$ cat config.mk
export PLATFORM = sky130hd
export DESIGN_NAME = tbsf_scan
export DESIGN_NICKNAME = d
export VERILOG_FILES = /design/src/design/tbsf_pkg.sv /design/src/design/tbsf_scan.sv
export VERILOG_INCLUDE_DIRS = /design/src /design/src/design
export SDC_FILE = /design/constraint.sdc
export NUM_CORES = 1
export LEC_CHECK = 0
export BUFFER_PORTS_ARGS = -buffer_cell sky130_fd_sc_hd__clkbuf_2
export CAP_MARGIN = 20
export CORE_MARGIN = 2
export CORE_UTILIZATION = 30
export CTS_CLUSTER_SIZE = 30
export DETAILED_ROUTE_END_ITERATION = 10
export SLEW_MARGIN = 15
export SYNTH_ARGS = -nofsm -noshare
export SYNTH_HDL_FRONTEND = slang
export SYNTH_SLANG_ARGS = --single-unit
export TNS_END_PERCENT = 100
$ cat constraint.sdc
create_clock -name clk -period 4.4 [get_ports clk]
set_input_delay 0.44 -clock clk [delete_from_list [all_inputs] [get_ports clk]]
set_output_delay 0.44 -clock clk [all_outputs]
set_load 0.01 [all_outputs]
$ cat src/design/text_buffer_substring_find_unit_assert.svh
// ----------------------------------------------------------------------------
// Assertion macros for the substring find unit
// Each macro expects clk and rst_n to be visible in the module that uses it.
// ----------------------------------------------------------------------------
`ifndef TEXT_BUFFER_SUBSTRING_FIND_UNIT_ASSERT_SVH
`define TEXT_BUFFER_SUBSTRING_FIND_UNIT_ASSERT_SVH

// Same-cycle implication, disabled during reset
`define TBSF_ASSERT_IMP(lbl, ante, cons, msg) \
  lbl: assert property (@(posedge clk) disable iff (!rst_n) (ante) |-> (cons)) \
    else $error(msg);

// Next-cycle implication, disabled during reset
`define TBSF_ASSERT_NXT(lbl, ante, cons, msg) \
  lbl: assert property (@(posedge clk) disable iff (!rst_n) (ante) |=> (cons)) \
    else $error(msg);

`endif

$ cat src/design/tbsf_pkg.sv
// ----------------------------------------------------------------------------
// tbsf_pkg
// Shared constants, codes and types of the substring find unit.
// ----------------------------------------------------------------------------
package tbsf_pkg;

  // Store geometry
  localparam int TEXT_ROWS   = 256;
  localparam int LINE_COLS   = 80;
  localparam int PATTERN_MAX = 32;
  localparam int TEXT_DEPTH  = TEXT_ROWS * LINE_COLS;
  localparam int ADDR_W      = $clog2(TEXT_DEPTH);

  // Field widths
  localparam int OP_W   = 2;
  localparam int ROW_W  = 8;
  localparam int COL_W  = 7;
  localparam int PIDX_W = 5;
  localparam int BYTE_W = 8;
  localparam int PLEN_W = 6;
  localparam int CONT_W = 9;
  localparam int VIS_W  = 8;

  localparam logic [VIS_W-1:0] VISIBLE_RESET = 8'd27;

  // Operation codes
  localparam logic [OP_W-1:0] OP_TEXT_WR = 2'd0;
  localparam logic [OP_W-1:0] OP_PAT_WR  = 2'd1;
  localparam logic [OP_W-1:0] OP_SEARCH  = 2'd2;

  typedef enum logic [1:0] {
    S_IDLE,
    S_SCAN,
    S_DONE
  } scan_state_t;

  // Search request from the input side
  typedef struct packed {
    logic              start;
    logic [ROW_W-1:0]  crow;
    logic [COL_W-1:0]  ccol;
    logic [PLEN_W-1:0] plen;
    logic [CONT_W-1:0] content;
  } scan_req_t;

  // Pattern store write
  typedef struct packed {
    logic              en;
    logic [PIDX_W-1:0] idx;
    logic [BYTE_W-1:0] data;
  } pat_wr_t;

  // Search status and result
  typedef struct packed {
    logic              busy;
    logic              valid;
    logic              found;
    logic [ROW_W-1:0]  row;
    logic [COL_W-1:0]  col;
    logic [CONT_W-1:0] content;
  } scan_res_t;

endpackage

$ cat src/design/tbsf_scan.sv
// ----------------------------------------------------------------------------
// tbsf_scan
// Search sequencer: holds the pattern store, compares the returned byte and
// walks candidates: one text read per cycle, none on a mismatch or row step.
// ----------------------------------------------------------------------------
`include "text_buffer_substring_find_unit_assert.svh"

module tbsf_scan import tbsf_pkg::*; (
  input  logic              clk,
  input  logic              rst_n,
  input  scan_req_t         req,
  input  pat_wr_t           pat_wr,
  input  logic              res_take,
  output scan_res_t         res,
  output logic              rd_en,
  output logic [ADDR_W-1:0] rd_addr,
  input  logic [BYTE_W-1:0] rd_data
);

  scan_state_t state_r, state_nxt;

  logic [BYTE_W-1:0] pat_r [PATTERN_MAX];

  // Issue pointer: candidate row and column, byte index within the pattern
  logic [CONT_W-1:0] ir_r, ir_nxt;
  logic [COL_W-1:0]  ic_r, ic_nxt;
  logic [PIDX_W-1:0] ii_r, ii_nxt;
  logic [PLEN_W-1:0] plen_r, plen_nxt;
  logic [CONT_W-1:0] content_r, content_nxt;

  // Tag of the read in flight
  logic              tag_v_r, tag_v_nxt;
  logic [ROW_W-1:0]  tag_row_r, tag_row_nxt;
  logic [COL_W-1:0]  tag_col_r, tag_col_nxt;
  logic [PIDX_W-1:0] tag_idx_r, tag_idx_nxt;
  logic              tag_last_r, tag_last_nxt;

  // Result
  logic              found_r, found_nxt;
  logic [ROW_W-1:0]  mrow_r, mrow_nxt;
  logic [COL_W-1:0]  mcol_r, mcol_nxt;

  logic              plen_bad;
  logic [CONT_W-1:0] start_content;
  logic [CONT_W-1:0] first_row;
  logic [COL_W-1:0]  first_col;
  logic [7:0]        cand_end;
  logic              row_ok;
  logic              fit;
  logic              mism;
  logic              hit;
  logic              issue;
  logic              idx_last;

  // Write the pattern store
  always_ff @(posedge clk) begin
    if (pat_wr.en && (32'(pat_wr.idx) < PATTERN_MAX)) begin
      pat_r[pat_wr.idx] <= pat_wr.data;
    end
  end

  // Decode a new search
  always_comb begin
    plen_bad = (req.plen == '0) || (32'(req.plen) > PATTERN_MAX) ||
               (32'(req.plen) > LINE_COLS);
    start_content = (32'(req.content) > TEXT_ROWS) ? CONT_W'(TEXT_ROWS) : req.content;
    if ((32'(req.ccol) + 1) < LINE_COLS) begin
      first_row = CONT_W'(req.crow);
      first_col = req.ccol + 1'b1;
    end else begin
      first_row = CONT_W'(req.crow) + 1'b1;
      first_col = '0;
    end
  end

  // Candidate checks and compare of the returned byte
  always_comb begin
    cand_end = 8'(ic_r) + 8'(plen_r);
    row_ok   = ir_r < content_r;
    fit      = cand_end <= 8'(LINE_COLS);
    mism     = tag_v_r && (rd_data != pat_r[tag_idx_r]);
    hit      = tag_v_r && !mism && tag_last_r;
    issue    = (state_r == S_SCAN) && row_ok && fit && !hit && !mism;
    idx_last = (PLEN_W'(ii_r) + 1'b1) == plen_r;
    rd_addr  = ADDR_W'(ir_r[ROW_W-1:0]) * ADDR_W'(LINE_COLS) + ADDR_W'(ic_r) +
               ADDR_W'(ii_r);
  end

  // Next state
  always_comb begin
    state_nxt = state_r;
    unique case (state_r)
      S_IDLE: begin
        if (req.start) begin
          state_nxt = plen_bad ? S_DONE : S_SCAN;
        end
      end
      S_SCAN: begin
        if (hit) begin
          state_nxt = S_DONE;
        end else if (!mism && !row_ok && !tag_v_r) begin
          state_nxt = S_DONE;
        end
      end
      S_DONE: begin
        if (res_take) begin
          state_nxt = S_IDLE;
        end
      end
      default: state_nxt = S_IDLE;
    endcase
  end

  // Outputs
  always_comb begin
    res.busy    = (state_r != S_IDLE);
    res.valid   = (state_r == S_DONE);
    res.found   = found_r;
    res.row     = mrow_r;
    res.col     = mcol_r;
    res.content = content_r;
    rd_en       = issue;
  end

  // Pointer, tag and result updates
  always_comb begin
    ir_nxt       = ir_r;
    ic_nxt       = ic_r;
    ii_nxt       = ii_r;
    plen_nxt     = plen_r;
    content_nxt  = content_r;
    tag_v_nxt    = 1'b0;
    tag_row_nxt  = tag_row_r;
    tag_col_nxt  = tag_col_r;
    tag_idx_nxt  = tag_idx_r;
    tag_last_nxt = tag_last_r;
    found_nxt    = found_r;
    mrow_nxt     = mrow_r;
    mcol_nxt     = mcol_r;
    if (state_r == S_IDLE) begin
      if (req.start) begin
        plen_nxt    = req.plen;
        content_nxt = start_content;
        ir_nxt      = first_row;
        ic_nxt      = first_col;
        ii_nxt      = '0;
        found_nxt   = 1'b0;
      end
    end else if (state_r == S_SCAN) begin
      if (hit) begin
        // all bytes matched
        found_nxt = 1'b1;
        mrow_nxt  = tag_row_r;
        mcol_nxt  = tag_col_r;
      end else if (mism) begin
        // drop the read in flight, restart one column past the failed candidate
        ir_nxt = CONT_W'(tag_row_r);
        ic_nxt = tag_col_r + 1'b1;
        ii_nxt = '0;
      end else if (issue) begin
        tag_v_nxt    = 1'b1;
        tag_row_nxt  = ir_r[ROW_W-1:0];
        tag_col_nxt  = ic_r;
        tag_idx_nxt  = ii_r;
        tag_last_nxt = idx_last;
        if (idx_last) begin
          ic_nxt = ic_r + 1'b1;
          ii_nxt = '0;
        end else begin
          ii_nxt = ii_r + 1'b1;
        end
      end else if (row_ok) begin
        // candidate runs past the line end: advance to the next row
        ir_nxt = ir_r + 1'b1;
        ic_nxt = '0;
        ii_nxt = '0;
      end
    end
  end

  // Control registers
  always_ff @(posedge clk) begin
    if (!rst_n) begin
      state_r <= S_IDLE;
      tag_v_r <= 1'b0;
    end else begin
      state_r <= state_nxt;
      tag_v_r <= tag_v_nxt;
    end
  end

  // Datapath registers
  always_ff @(posedge clk) begin
    ir_r       <= ir_nxt;
    ic_r       <= ic_nxt;
    ii_r       <= ii_nxt;
    plen_r     <= plen_nxt;
    content_r  <= content_nxt;
    tag_row_r  <= tag_row_nxt;
    tag_col_r  <= tag_col_nxt;
    tag_idx_r  <= tag_idx_nxt;
    tag_last_r <= tag_last_nxt;
    found_r    <= found_nxt;
    mrow_r     <= mrow_nxt;
    mcol_r     <= mcol_nxt;
  end

  `TBSF_ASSERT_IMP(a_tag_only_in_scan, tag_v_r, state_r == S_SCAN, "read in flight outside scan")
  `TBSF_ASSERT_NXT(a_issue_tagged, rd_en, tag_v_r, "issued read has no tag")
  `TBSF_ASSERT_NXT(a_hit_done, hit, (state_r == S_DONE) && found_r, "match not reported")
  `TBSF_ASSERT_IMP(a_match_in_content, res.valid && res.found, 9'(res.row) < res.content, "match row past content end")

endmodule

# Word level (Yosys, flattened, before mapping)
# Memory sizes are Yosys's and may differ from the RTL's. A register that Yosys moved wholly into a read port is not among the register bits.
# Index checks and enable logic that the tools add are counted.
# Widths: inputs -> output; s select.
op_classes:
  shift: 0
  eq_ne: 10
  bitwise: 5
  add_sub_neg: 11
  n_mul: 1
  n_reduce_logical: 30
  div_mod_pow: 0
  muxes: 39
  magnitude_cmp: 5
op_table:
  columns: ["op", "count"]
  rows:
  - ["$mux 9", 8]
  - ["$mux 7", 9]
  - ["$mux 5", 9]
  - ["$add 7x1->7 const B", 3]
  - ["$add 15x5->15", 1]
  - ["$add 15x7->15", 1]
  - ["$reduce_and 5->1", 3]
  - ["$mul 8x3->11 const B", 1]
  - ["$mux 2", 5]
  - ["$add 8x1->9 const B", 1]
  - ["$add 9x1->9 const B", 1]
  - ["$gt 9x9->1 const B", 1]
  - ["$logic_and 1x1->1", 9]
  - ["$lt 9x9->1", 1]
  - ["$reduce_and 3->1", 3]
  - ["$add 7x1->8 const B", 1]
  - ["$add 7x6->8", 1]
  - ["$le 8x7->1 const B", 1]
  - ["$lt 8x7->1 const B", 1]
  - ["$ne 8x8->1", 1]
  - ["$mux 1", 7]
  - ["$add 5x1->6 const B", 1]
  - ["$eq 6x6->1", 1]
  - ["$gt 6x6->1 const B", 1]
  - ["20 further kinds", 30]
word_totals:
  out_inout_bits: 43
  ramBits: 256
  reg_bits: 76
  memories: 1
  wordCells: 116
  rom_bits: 0
  latchBits: 0
memory_table:
  columns: ["name", "words", "width", "rd", "rd_ports_with_merged_regs", "write_ports", "line_no", "rtl"]
  rows:
  - ["pat_r", 32, 8, 1, 1, 1, "tbsf_scan.sv:22", "logic [BYTE_W-1:0] pat_r [PATTERN_MAX];"]

# Longest topological paths before layout
# Gate-level depths: netlist of run 1.
depth:
  word_depth: 13
  ltp_mapped: 14
  ltp_nobuf: 12

# Worst setup path before layout of run 1
# OpenSTA, ideal clock, no wires.
synth_timing:
  path_kind: "reg2reg"
  startpoint: "register (tool-made name)"
  endpoint: "register found_r (enable)"
  stages_incl_launch_ff: 14
  t_required_ns: 4.106
  slack_ns: 0.470
  n_path_buf: 4
  arrival_ns: 3.636
  setup_time_ns: 0.294
  period_less_slack_ns: 3.930
  cell_sequence: "dfxtp_1 buf_2 buf_2 buf_2 buf_2 mux2i_1 a31oi_1 o211ai_1 nand4_1 xor2_1 nor4_2 nand3_1 nor3_1 or2_2"
synth_lines:
  columns: ["item", "line_no", "rtl"]
  rows:
  - ["end signal, assigned", "tbsf_scan.sv:203", "found_r <= found_nxt;"]
  - ["end, declared", "tbsf_scan.sv:39", "logic found_r, found_nxt;"]

# Worst setup path in the final report of run 1
layout_timing:
  startpoint: "register ii_r[1]"
  endpoint: "output port rd_addr[13]"
layout_via:
  elab_chain_len: 1
layout_rtl:
  columns: ["item", "line_no", "rtl"]
  rows:
  - ["start, declared", "tbsf_scan.sv:27", "logic [PIDX_W-1:0] ii_r, ii_nxt;"]
  - ["start signal, assigned", "tbsf_scan.sv:196", "ii_r <= ii_nxt;"]
  - ["$add 15x5->15", "tbsf_scan.sv:85", "rd_addr = ADDR_W'(ir_r[ROW_W-1:0]) * ADDR_W'(LINE_COLS) + ADDR_W'(ic_r) +"]
  - ["end, declared", "tbsf_scan.sv:16", "output logic [ADDR_W-1:0] rd_addr,"]
# No other way between the ends.

==> impl_results.html, run 1 <==
<table>
<tr><th>Metric</th><th>Value</th></tr>
<tr><th colspan="2">Drt</th></tr>
<tr><td>Via-per-instance ratio</td><td>4.97</td></tr>
<tr><td>Mean routed wirelength per cell</td><td>21.0 um</td></tr>
<tr><td>Post-route ant nets</td><td>0</td></tr>
<tr><td>First-pass DRT Iterations</td><td>5</td></tr>
<tr><td>Detailed Route Iter0 Violations</td><td>861</td></tr>
<tr><td>Residual DRC</td><td>0</td></tr>
<tr><td>Drt total wl</td><td>38400 um</td></tr>
<tr><td>Via count</td><td>9078</td></tr>
<tr><th colspan="2">Placed design</th></tr>
<tr><td>Placement Setup Slack</td><td>569 ps</td></tr>
<tr><td>Total of buffers placed on input and output ports</td><td>98</td></tr>
<tr><td>Weighted congestion reported at the end of routability-driven placement</td><td>0.883</td></tr>
<tr><td>HPWL reported at the end of detailed placement</td><td>26800 um</td></tr>
<tr><th colspan="2">Timing</th></tr>
<tr><td>Maximum frequency from static timing analysis</td><td>241 MHz</td></tr>
<tr><td>Relative slew slack</td><td>22.3%</td></tr>
<tr><td>Endpoints failing hold</td><td>0</td></tr>
<tr><td>Final worst hold slack</td><td>124 ps</td></tr>
<tr><td>Setup clock skew after layout</td><td>29.2 ps</td></tr>
<tr><td>Final number of setup-violating endpoints</td><td>0</td></tr>
<tr><td>Final period demand of the worst path</td><td>4140 ps</td></tr>
<tr><td>Post-route worst setup slack</td><td>256 ps</td></tr>
<tr><td>Post-Route Setup TNS</td><td>0 ps</td></tr>
<tr><td>Period Utilization, post-route</td><td>94.2%</td></tr>
<tr><td>RSZ-0062 raised after global routing</td><td>false</td></tr>
<tr><td>Slew at the pin closest to its max-slew limit</td><td>1160 ps</td></tr>
<tr><td>Final-report max-slew violation count</td><td>0</td></tr>
<tr><th colspan="2">Clocking</th></tr>
<tr><td>TritonCTS clock tree</td><td>done</td></tr>
<tr><td>Inserted Clock Buffers</td><td>36</td></tr>
<tr><td>Clock slew seen by the registers of the worst setup and hold paths</td><td>60 ps</td></tr>
<tr><td>Depth of the CTS H-tree</td><td>2</td></tr>
<tr><td>Number of buffers on the longest clock path</td><td>3</td></tr>
<tr><td>Number of hold-repair buffers added at the cts stage</td><td>0</td></tr>
<tr><td>Clock Tree Root</td><td>sky130_fd_sc_hd__clkbuf_16</td></tr>
<tr><td>Number of sinks on the clock net</td><td>337</td></tr>
<tr><td>Post-CTS Setup Bufs</td><td>0</td></tr>
<tr><td>Clock insertion delay at the later pin of the skew report</td><td>530 ps</td></tr>
<tr><td>Number of resized instances in the post-cts repair step</td><td>0</td></tr>
<tr><th colspan="2">Global route</th></tr>
<tr><td>Largest net degree at the start of global routing</td><td>39</td></tr>
<tr><td>Vias in the first global route</td><td>8979</td></tr>
<tr><td>Residual overflow from global routing</td><td>0</td></tr>
<tr><td>Antenna violations before repair</td><td>0</td></tr>
<tr><td>First-pass GRT wire length</td><td>57600 um</td></tr>
<tr><td>Overall routing resource usage</td><td>14.4%</td></tr>
<tr><th colspan="2">Final layout</th></tr>
<tr><td>Most common cell after layout, fill and taps aside</td><td>sky130_fd_sc_hd__edfxtp_1</td></tr>
<tr><td>Util after Layout</td><td>35.5%</td></tr>
<tr><td>Share of layout cells above drive strength 1</td><td>20.8%</td></tr>
<tr><td>Filler Cells Inserted</td><td>4817</td></tr>
<tr><td>Number of diodes added for antenna fixing</td><td>0</td></tr>
<tr><td>Most frequent cells in the layout</td><td>329 x sky130_fd_sc_hd__edfxtp_1, 98 x sky130_fd_sc_hd__clkbuf_2, 70 x sky130_fd_sc_hd__nor2_1</td></tr>
<tr><td>Net total in the final layout</td><td>1234</td></tr>
<tr><td>Area growth from synthesis to layout</td><td>16.7%</td></tr>
<tr><th colspan="2">Pwr</th></tr>
<tr><td>Power Density</td><td>468 nW/um^2</td></tr>
<tr><td>Clock network power share</td><td>38.0%</td></tr>
<tr><td>Fraction of power spent switching nets</td><td>26.0%</td></tr>
<tr><td>Peak supply drop</td><td>279 uV</td></tr>
<tr><td>Fraction of power consumed by sequential logic</td><td>45.1%</td></tr>
<tr><td>Switching component of the power</td><td>0.00217 W</td></tr>
<tr><td>Gate power share</td><td>16.8%</td></tr>
<tr><td>Cell-internal power</td><td>0.00619 W</td></tr>
<tr><td>Pleak</td><td>6.36 nW</td></tr>
<tr><td>PnR Total Power</td><td>0.00836 W</td></tr>
<tr><th colspan="2">Setup path</th></tr>
<tr><td>Cells along the critical path</td><td>ha_1 -&gt; ha_1 -&gt; fa_1 -&gt; a21o_1 -&gt; a21oi_1 -&gt; nor2b_1 -&gt; o21a_1 -&gt; o21ai_0 -&gt; a21oi_1 -&gt; and3_1 -&gt; nand3_1 -&gt; xnor2_1 -&gt; clkbuf_2</td></tr>
<tr><td>Internal reg-to-reg setup slack</td><td>560 ps</td></tr>
<tr><td>Worst r2r dst</td><td>tag_col_r[4]</td></tr>
<tr><td>Startpoint class of the critical path</td><td>flop</td></tr>
<tr><td>Count of buffer and inverter cells on the critical path</td><td>1</td></tr>
<tr><td>Critical Path Slowest Stage Cell</td><td>sky130_fd_sc_hd__edfxtp_1</td></tr>
<tr><td>Worst Path Required</td><td>3960 ps</td></tr>
<tr><td>Max stage delay on crit path</td><td>500 ps</td></tr>
<tr><td>Crit path kind</td><td>flop to primary output</td></tr>
<tr><td>Critical path data arrival time</td><td>3700 ps</td></tr>
<tr><td>Crit path capture type</td><td>primary output</td></tr>
<tr><td>Largest fanout on the critical path</td><td>5</td></tr>
<tr><td>Worst Reg2Reg Path Length in Cells</td><td>12</td></tr>
<tr><td>Top Family by Delay on Critical Path</td><td>compound AO/OA/AOI/OAI gates</td></tr>
<tr><th colspan="2">Synth</th></tr>
<tr><td>Share of synthesized area occupied by flip-flops and latches</td><td>65.6%</td></tr>
<tr><td>Synthesized instance count</td><td>1005</td></tr>
<tr><td>Post-Synthesis Net Count</td><td>1110</td></tr>
<tr><td>Number of warning messages in the yosys log</td><td>0</td></tr>
<tr><td>Register bit count reported by yosys</td><td>337</td></tr>
<tr><td>Post-Syn Area</td><td>15300 sq um</td></tr>
<tr><td>Number of library cell types mapped by synthesis</td><td>71</td></tr>
<tr><td>Proportion of synthesized flip-flops having asynchronous set or reset</td><td>0%</td></tr>
<tr><td>Leading register cell type out of synthesis</td><td>sky130_fd_sc_hd__edfxtp_1</td></tr>
<tr><td>EDFF count, synth</td><td>329</td></tr>
<tr><td>Avg Cell Area, Syn</td><td>15.2 sq um</td></tr>
<tr><th colspan="2">Flow run</th></tr>
<tr><td>Max-cap check violation count</td><td>0</td></tr>
<tr><th colspan="2">Hold path</th></tr>
<tr><td>Count of cells along the worst hold path</td><td>1</td></tr>
<tr><td>Hold crit path type</td><td>primary input to flop</td></tr>
<tr><td>Min-Delay Endpoint</td><td>plen_r[0]</td></tr>
<tr><td>HP Start</td><td>req[9]</td></tr>
<tr><th colspan="2">Floorplanning</th></tr>
<tr><td>Row Count</td><td>82</td></tr>
<tr><td>Die Wd</td><td>230 um</td></tr>
<tr><td>Die area</td><td>52800 sq um</td></tr>
<tr><td>IO Pins</td><td>99</td></tr>
<tr><td>Starting Density</td><td>30.4%</td></tr>
<tr><td>Core region area</td><td>50300 sq um</td></tr>
<tr><td>Vert. Die Dim</td><td>230 um</td></tr>
<tr><th colspan="2">Run status</th></tr>
<tr><td>Run status</td><td>finished clean</td></tr>
</table>
[per-stage QoR]
stage                     instances  area, sq um
after floorplan                1005        15300
after global placement         1762        16600
after detailed placement       1762        16600
after CTS                      1827        17800
after global routing           1828        17900
final                          1828        17900
[worst reg2reg max path: cells and delay by family, from the launching register on]
| kind | cells | cell delay (ps) |
|---|---|---|
| simple gates | 4 | 840 |
| mux | 2 | 870 |
| buf+inv | 4 | 870 |
| flops | 1 | 520 |
| compound gates | 2 | 450 |
[layer usage]
layer / routed length [um] / vias up / track usage (%)
li1: - / 4144 / -
met1: 17200 / 4525 / 20.2
met2: 17400 / 349 / 22.7
met3: 2880 / 60 / 2.96
met4: 902 / 0 / 3.79
met5: 0 / - / 0
[worst max-delay path by stage]
stage | from | endpoint | cells past startpoint
floorplan | flop | found_r | 13
global placement | flop | tag_row_r[6] | 12
detailed placement | flop | ir_r[4] | 10
CTS | ii_r[1] | rd_addr[13] | 13
global route | ii_r[1] | rd_addr[13] | 13
finish | ii_r[1] | rd_addr[13] | 13
[Yosys cell counts (4+ instances only)]
cell | instances | share of area, %
sky130_fd_sc_hd__o21bai_1 | 6 | 0.29
sky130_fd_sc_hd__fa_1 | 4 | 0.52
sky130_fd_sc_hd__dfxtp_1 | 8 | 1.0
sky130_fd_sc_hd__a211oi_1 | 7 | 0.34
sky130_fd_sc_hd__edfxtp_1 | 329 | 65
sky130_fd_sc_hd__a21o_1 | 11 | 0.54
sky130_fd_sc_hd__nand3_1 | 48 | 1.6
sky130_fd_sc_hd__mux4_1 | 4 | 0.69
sky130_fd_sc_hd__xnor2_1 | 34 | 1.9
sky130_fd_sc_hd__inv_1 | 29 | 0.71
sky130_fd_sc_hd__and2_1 | 4 | 0.16
sky130_fd_sc_hd__a21oi_1 | 28 | 0.92
sky130_fd_sc_hd__mux4_2 | 26 | 3.8
sky130_fd_sc_hd__clkbuf_1 | 9 | 0.22
sky130_fd_sc_hd__nand2b_1 | 5 | 0.20
sky130_fd_sc_hd__nand4_1 | 12 | 0.49
sky130_fd_sc_hd__o221ai_1 | 7 | 0.40
sky130_fd_sc_hd__xor2_1 | 25 | 1.4
sky130_fd_sc_hd__mux2_2 | 10 | 0.74
sky130_fd_sc_hd__mux2i_1 | 69 | 4.5
sky130_fd_sc_hd__o21a_1 | 6 | 0.29
sky130_fd_sc_hd__nor2b_1 | 24 | 0.98
sky130_fd_sc_hd__buf_2 | 18 | 0.59
sky130_fd_sc_hd__o21ai_0 | 11 | 0.36
sky130_fd_sc_hd__nand3b_1 | 7 | 0.34
sky130_fd_sc_hd__and3_1 | 10 | 0.41
sky130_fd_sc_hd__ha_1 | 45 | 3.7
sky130_fd_sc_hd__nor3_1 | 7 | 0.23
sky130_fd_sc_hd__nor2_1 | 70 | 1.7
sky130_fd_sc_hd__nand2_1 | 43 | 1.1
sky130_fd_sc_hd__a221oi_1 | 6 | 0.34
sky130_fd_sc_hd__a22oi_1 | 18 | 0.88
sky130_fd_sc_hd__buf_4 | 5 | 0.25
[cell families (layout without fill, tap and decap cells)]
family | Yosys count | in the layout | synth area share [%]
buf+inv | 69 | 220 | 2.40
xor+xnor | 59 | 59 | 3.38
fa+ha+maj | 49 | 49 | 4.20
simple gates | 252 | 252 | 8.29
flops | 337 | 337 | 65.6
compound gates | 127 | 127 | 6.07
mux | 112 | 112 | 10.1
[power by group through the flow]
stage | combinational, W | clock, W | sequential, W
3_3_place_gp | 0.00140 | 0 | 0.00384
2_1_floorplan | 0.000969 | 0 | 0.00378
6_report | 0.00141 | 0.00318 | 0.00377
4_1_cts | 0.00143 | 0.00323 | 0.00377
5_1_grt | 0.00156 | 0.00335 | 0.00379
3_5_place_dp | 0.00142 | 0 | 0.00384
[cell type report]
| type | instances | area (sq um) | share of cell area [%] |
|---|---|---|---|
| Timing Repair Buffer | 124 | 711 | 3.98 |
| Clock buffer | 40 | 926 | 5.19 |
| Tap cell | 672 | 841 | 4.71 |
| Clock inverter | 25 | 313 | 1.75 |
| Inverter | 31 | 116 | 0.652 |
| Sequential cell | 337 | 10000 | 56.3 |
| Multi-Input combinational cell | 599 | 4900 | 27.5 |
[state kept, by name (all words and copies together), names as in the netlist, 2 cells and up, named ones only]
name / count
pat_r: 256
content_r: 9
ir_r: 9
mrow_r: 8
tag_row_r: 8
ic_r: 7
mcol_r: 7
tag_col_r: 7
plen_r: 6
ii_r: 5
tag_idx_r: 5
state_r: 2
Note: power is estimated with default switching activity, not from simulation.
==> run 2, diff against run 1 <==
- CORE_UTILIZATION: 30 -> 58
- CTS_BUF_LIST: default -> sky130_fd_sc_hd__clkbuf_2
- MAX_ROUTING_LAYER: default -> met4
- PLACE_DENSITY: default -> 0.77
==> run 2 against run 1 <==
Clock-buffer cell count increased by 73. Sequential share of layout area increased by 1.5 points. Die area decreased by 48%. Power decreased by 12%. Register-to-register slack improved by 200 ps. Largest cell class unchanged. Combinational power increased by 6%. First-iteration DRC count increased by 9.2%. Via count increased by 6.1%. Non-clock buffer count increased by 38. Critical endpoint is now rd_en. Sequential cell count unchanged.
==> impl_results.html, run 2 (synthesis gave the netlist of run 1 again) <==
<table>
<tr><th>Metric</th><th>Value</th></tr>
<tr><th colspan="2">Pwr</th></tr>
<tr><td>Clock network power share</td><td>28.2% (-9.8 points)</td></tr>
<tr><td>Pleak</td><td>6.51 nW (+2.4%)</td></tr>
<tr><td>Gate power share</td><td>20.5% (+3.7 points)</td></tr>
<tr><td>Power Density</td><td>420 nW/um^2 (-10%)</td></tr>
<tr><td>Fraction of power consumed by sequential logic</td><td>51.3% (+6.2 points)</td></tr>
<tr><td>Switching component of the power</td><td>0.00220 W (+1.4%)</td></tr>
<tr><td>Fraction of power spent switching nets</td><td>30.1% (+4.1 points)</td></tr>
<tr><td>Cell-internal power</td><td>0.00512 W (-17%)</td></tr>
<tr><td>Peak supply drop</td><td>427 uV (+53%)</td></tr>
<tr><th colspan="2">Setup path</th></tr>
<tr><td>Worst Path Required</td><td>3960 ps (about the same)</td></tr>
<tr><td>Crit path kind</td><td>flop to primary output</td></tr>
<tr><td>Max stage delay on crit path</td><td>570 ps (+70 ps)</td></tr>
<tr><td>Critical path data arrival time</td><td>3800 ps (+100 ps)</td></tr>
<tr><td>Top Family by Delay on Critical Path</td><td>compound AO/OA/AOI/OAI gates</td></tr>
<tr><td>Largest fanout on the critical path</td><td>13 (+8)</td></tr>
<tr><td>Startpoint class of the critical path</td><td>flop</td></tr>
<tr><td>Cells along the critical path</td><td>ha_1 -&gt; a21o_1 -&gt; a21o_1 -&gt; a21oi_1 -&gt; o21ai_0 -&gt; a211oi_1 -&gt; o211a_1 -&gt; nand2_4 -&gt; inv_4 -&gt; clkbuf_2</td></tr>
<tr><td>Count of buffer and inverter cells on the critical path</td><td>2 (+1)</td></tr>
<tr><td>Crit path capture type</td><td>primary output</td></tr>
<tr><td>Critical Path Slowest Stage Cell</td><td>sky130_fd_sc_hd__edfxtp_1</td></tr>
<tr><td>Most frequent cell on the critical path</td><td>sky130_fd_sc_hd__a21o_1</td></tr>
<tr><th colspan="2">Final layout</th></tr>
<tr><td>Area growth from synthesis to layout</td><td>13.8%</td></tr>
<tr><td>Share of layout cells above drive strength 1</td><td>25.4% (+4.6 points)</td></tr>
<tr><td>Most common cell after layout, fill and taps aside</td><td>sky130_fd_sc_hd__edfxtp_1</td></tr>
<tr><td>Net total in the final layout</td><td>1318 (+6.8%)</td></tr>
<tr><td>Most frequent cells in the layout</td><td>329 x sky130_fd_sc_hd__edfxtp_1, 211 x sky130_fd_sc_hd__clkbuf_2, 69 x sky130_fd_sc_hd__nor2_1, 69 x sky130_fd_sc_hd__mux2i_1, 48 x sky130_fd_sc_hd__nand3_1</td></tr>
<tr><td>Max reg flops</td><td>256 (unchanged)</td></tr>
<tr><td>Top Registers</td><td>pat_r: 256 flops, content_r: 9 flops, ir_r: 9 flops</td></tr>
<tr><td>Top reg by flops</td><td>pat_r</td></tr>
<tr><th colspan="2">Drt</th></tr>
<tr><td>Via count</td><td>9632 (+6.1%)</td></tr>
<tr><td>Post-route ant nets</td><td>0 (unchanged)</td></tr>
<tr><td>Detailed Route Iter0 Violations</td><td>940 (+9.2%)</td></tr>
<tr><td>Via-per-instance ratio</td><td>5.99 (+21%)</td></tr>
<tr><td>First-pass DRT Iterations</td><td>5 (unchanged)</td></tr>
<tr><td>Residual DRC</td><td>0 (unchanged)</td></tr>
<tr><td>Mean routed wirelength per cell</td><td>22.9 um (+9.0%)</td></tr>
<tr><td>Drt total wl</td><td>36800 um (-4.1%)</td></tr>
<tr><th colspan="2">Global route</th></tr>
<tr><td>Met2 Resource Use GR</td><td>44.8% (+22 points)</td></tr>
<tr><td>Residual overflow from global routing</td><td>0 (unchanged)</td></tr>
<tr><td>Met3 usage</td><td>5.42% (+2.5 points)</td></tr>
<tr><td>Busiest metal layer after global routing</td><td>met2</td></tr>
<tr><td>Largest net degree at the start of global routing</td><td>33 (-15%)</td></tr>
<tr><td>Overall routing resource usage</td><td>27.3% (+13 points)</td></tr>
<tr><td>First-pass GRT wire length</td><td>55400 um (-3.8%)</td></tr>
<tr><td>Antenna violations before repair</td><td>1 (+1)</td></tr>
<tr><td>Vias in the first global route</td><td>9761 (+8.7%)</td></tr>
<tr><td>Global routing usage on met1</td><td>33.9% (+14 points)</td></tr>
<tr><th colspan="2">Timing</th></tr>
<tr><td>Maximum frequency from static timing analysis</td><td>236 MHz (-2.3%)</td></tr>
<tr><td>Final number of setup-violating endpoints</td><td>0 (unchanged)</td></tr>
<tr><td>Post-Route Setup TNS</td><td>0 ps (unchanged)</td></tr>
<tr><td>Setup clock skew after layout</td><td>92.9 ps (+63.7 ps)</td></tr>
<tr><td>Relative slew slack</td><td>24.1% (+1.8 points)</td></tr>
<tr><td>Endpoints failing hold</td><td>0 (unchanged)</td></tr>
<tr><td>Final period demand of the worst path</td><td>4240 ps (+98.5 ps)</td></tr>
<tr><td>Period Utilization, post-route</td><td>96.4% (+2.2 points)</td></tr>
<tr><td>Slew at the pin closest to its max-slew limit</td><td>1130 ps (-27.3 ps)</td></tr>
<tr><td>Final-report max-slew violation count</td><td>0 (unchanged)</td></tr>
<tr><td>Final worst hold slack</td><td>82.4 ps (-42.0 ps)</td></tr>
<tr><th colspan="2">Placed design</th></tr>
<tr><td>HPWL reported at the end of detailed placement</td><td>23600 um (-12%)</td></tr>
<tr><td>Total of buffers placed on input and output ports</td><td>98 (unchanged)</td></tr>
<tr><td>Weighted congestion reported at the end of routability-driven placement</td><td>0.911 (+3.2%)</td></tr>
<tr><th colspan="2">Clocking</th></tr>
<tr><td>Depth of the CTS H-tree</td><td>3 (+1)</td></tr>
<tr><td>Number of sinks on the clock net</td><td>337 (unchanged)</td></tr>
<tr><td>Clock slew seen by the registers of the worst setup and hold paths</td><td>100 ps (+40 ps)</td></tr>
<tr><td>Clock Tree Root</td><td>sky130_fd_sc_hd__clkbuf_2</td></tr>
<tr><td>TritonCTS clock tree</td><td>done</td></tr>
<tr><td>Clock insertion delay at the later pin of the skew report</td><td>920 ps (+390 ps)</td></tr>
<tr><td>Number of buffers on the longest clock path</td><td>3 (unchanged)</td></tr>
<tr><td>Inserted Clock Buffers</td><td>82 (+130%)</td></tr>
<tr><th colspan="2">Floorplanning</th></tr>
<tr><td>Starting Density</td><td>58.9% (+28 points)</td></tr>
<tr><td>Row Count</td><td>59 (-28%)</td></tr>
<tr><td>Die Wd</td><td>166 um (-28%)</td></tr>
<tr><td>IO Pins</td><td>99 (unchanged)</td></tr>
<tr><td>Core region area</td><td>26000 sq um (-48%)</td></tr>
<tr><td>Die area</td><td>27700 sq um (-48%)</td></tr>
<tr><td>Vert. Die Dim</td><td>166 um (-28%)</td></tr>
<tr><th colspan="2">Flow run</th></tr>
<tr><td>Max-cap check violation count</td><td>0 (unchanged)</td></tr>
<tr><th colspan="2">Hold path</th></tr>
<tr><td>Hold crit path type</td><td>primary input to flop</td></tr>
<tr><th colspan="2">Run status</th></tr>
<tr><td>Run status</td><td>finished clean</td></tr>
</table>
[run 2: cell types whose count changed in the layout (fill, tap and decap cells not counted), sizes merged]
cell / previous run / this run
clkbuf: 138 / 211
bufinv: 7 / 2
dlygate4sd3: 0 / 30
diode: 0 / 1
inv: 31 / 32
clkinv: 17 / 25
clkinvlp: 1 / 2
buf: 26 / 34
[run 2: per-layer routing]
layer | vias to the layer above | wire (um)
met5 | - | 0
met4 | 0 | 1190
met3 | 84 | 2850
met2 | 505 | 18400
met1 | 4690 | 14400
li1 | 4353 | -
[run 2: repair_timing]
action,in CTS,in global routing
endpoints found under the setup margin,3,5
endpoints found under the hold margin,22,0
hold buffers,30,0
cloned,0,0
gates resized for setup,4,11
setup buffers,7,11
pin swaps,1,3
[run 2: area by class of cell]
| class | count | area (sq um) |
|---|---|---|
| fill | 1882 | 8570 |
| clock buffer | 113 | 566 |
| antenna | 1 | 2.50 |
| multi-input combinational | 599 | 4940 |
| inverter | 31 | 119 |
| clock inverter | 30 | 189 |
| timing repair buffer | 162 | 1130 |
| tap | 335 | 419 |
| sequential | 337 | 10100 |
[run 2: per-stage QoR]
stage	std cells	util (%)	area, sq um	setup WS, ps	power [W]
after global routing	1608	67.0	17400	-42.3	0.00766
after floorplan	1005	-	15300	470	0.00475
after CTS	1596	66.5	17300	1.06	0.00728
after global placement	1416	62.1	16100	591	0.00518
after detailed placement	1416	62.1	16100	505	0.00521
final	1608	67.0	17400	157	0.00732
[run 2: path summary, 6_finish.rpt]
kind | start | endpoint | slack, ps | cells past startpoint
worst min register to register | tag_idx_r[4] | flop | 480 | 1
worst max-delay path | ir_r[1] | rd_en | 160 | 10
worst min-delay path | req[18] | ic_r[3] | 80 | 4
worst max register to register | flop | ic_r[6] | 760 | 11
[run 2: power by group through the flow]
stage          clock network [W]  registers [W]  logic, W
6_report                 0.00206        0.00376   0.00150
5_1_grt                  0.00226        0.00377   0.00164
4_1_cts                  0.00210        0.00376   0.00143
3_5_place_dp                   0        0.00385   0.00136
3_3_place_gp                   0        0.00384   0.00134
2_1_floorplan                  0        0.00378  0.000969
[run 2: worst register-to-register path: cells and delay by family, from the launching register on]
family	cells	cell delay [ps]
buffers and inverters	2	290
XOR/XNOR	1	180
flip-flops	1	580
multiplexers	1	540
AO/OA/AOI/OAI	4	1340
AND/OR/NAND/NOR	3	350
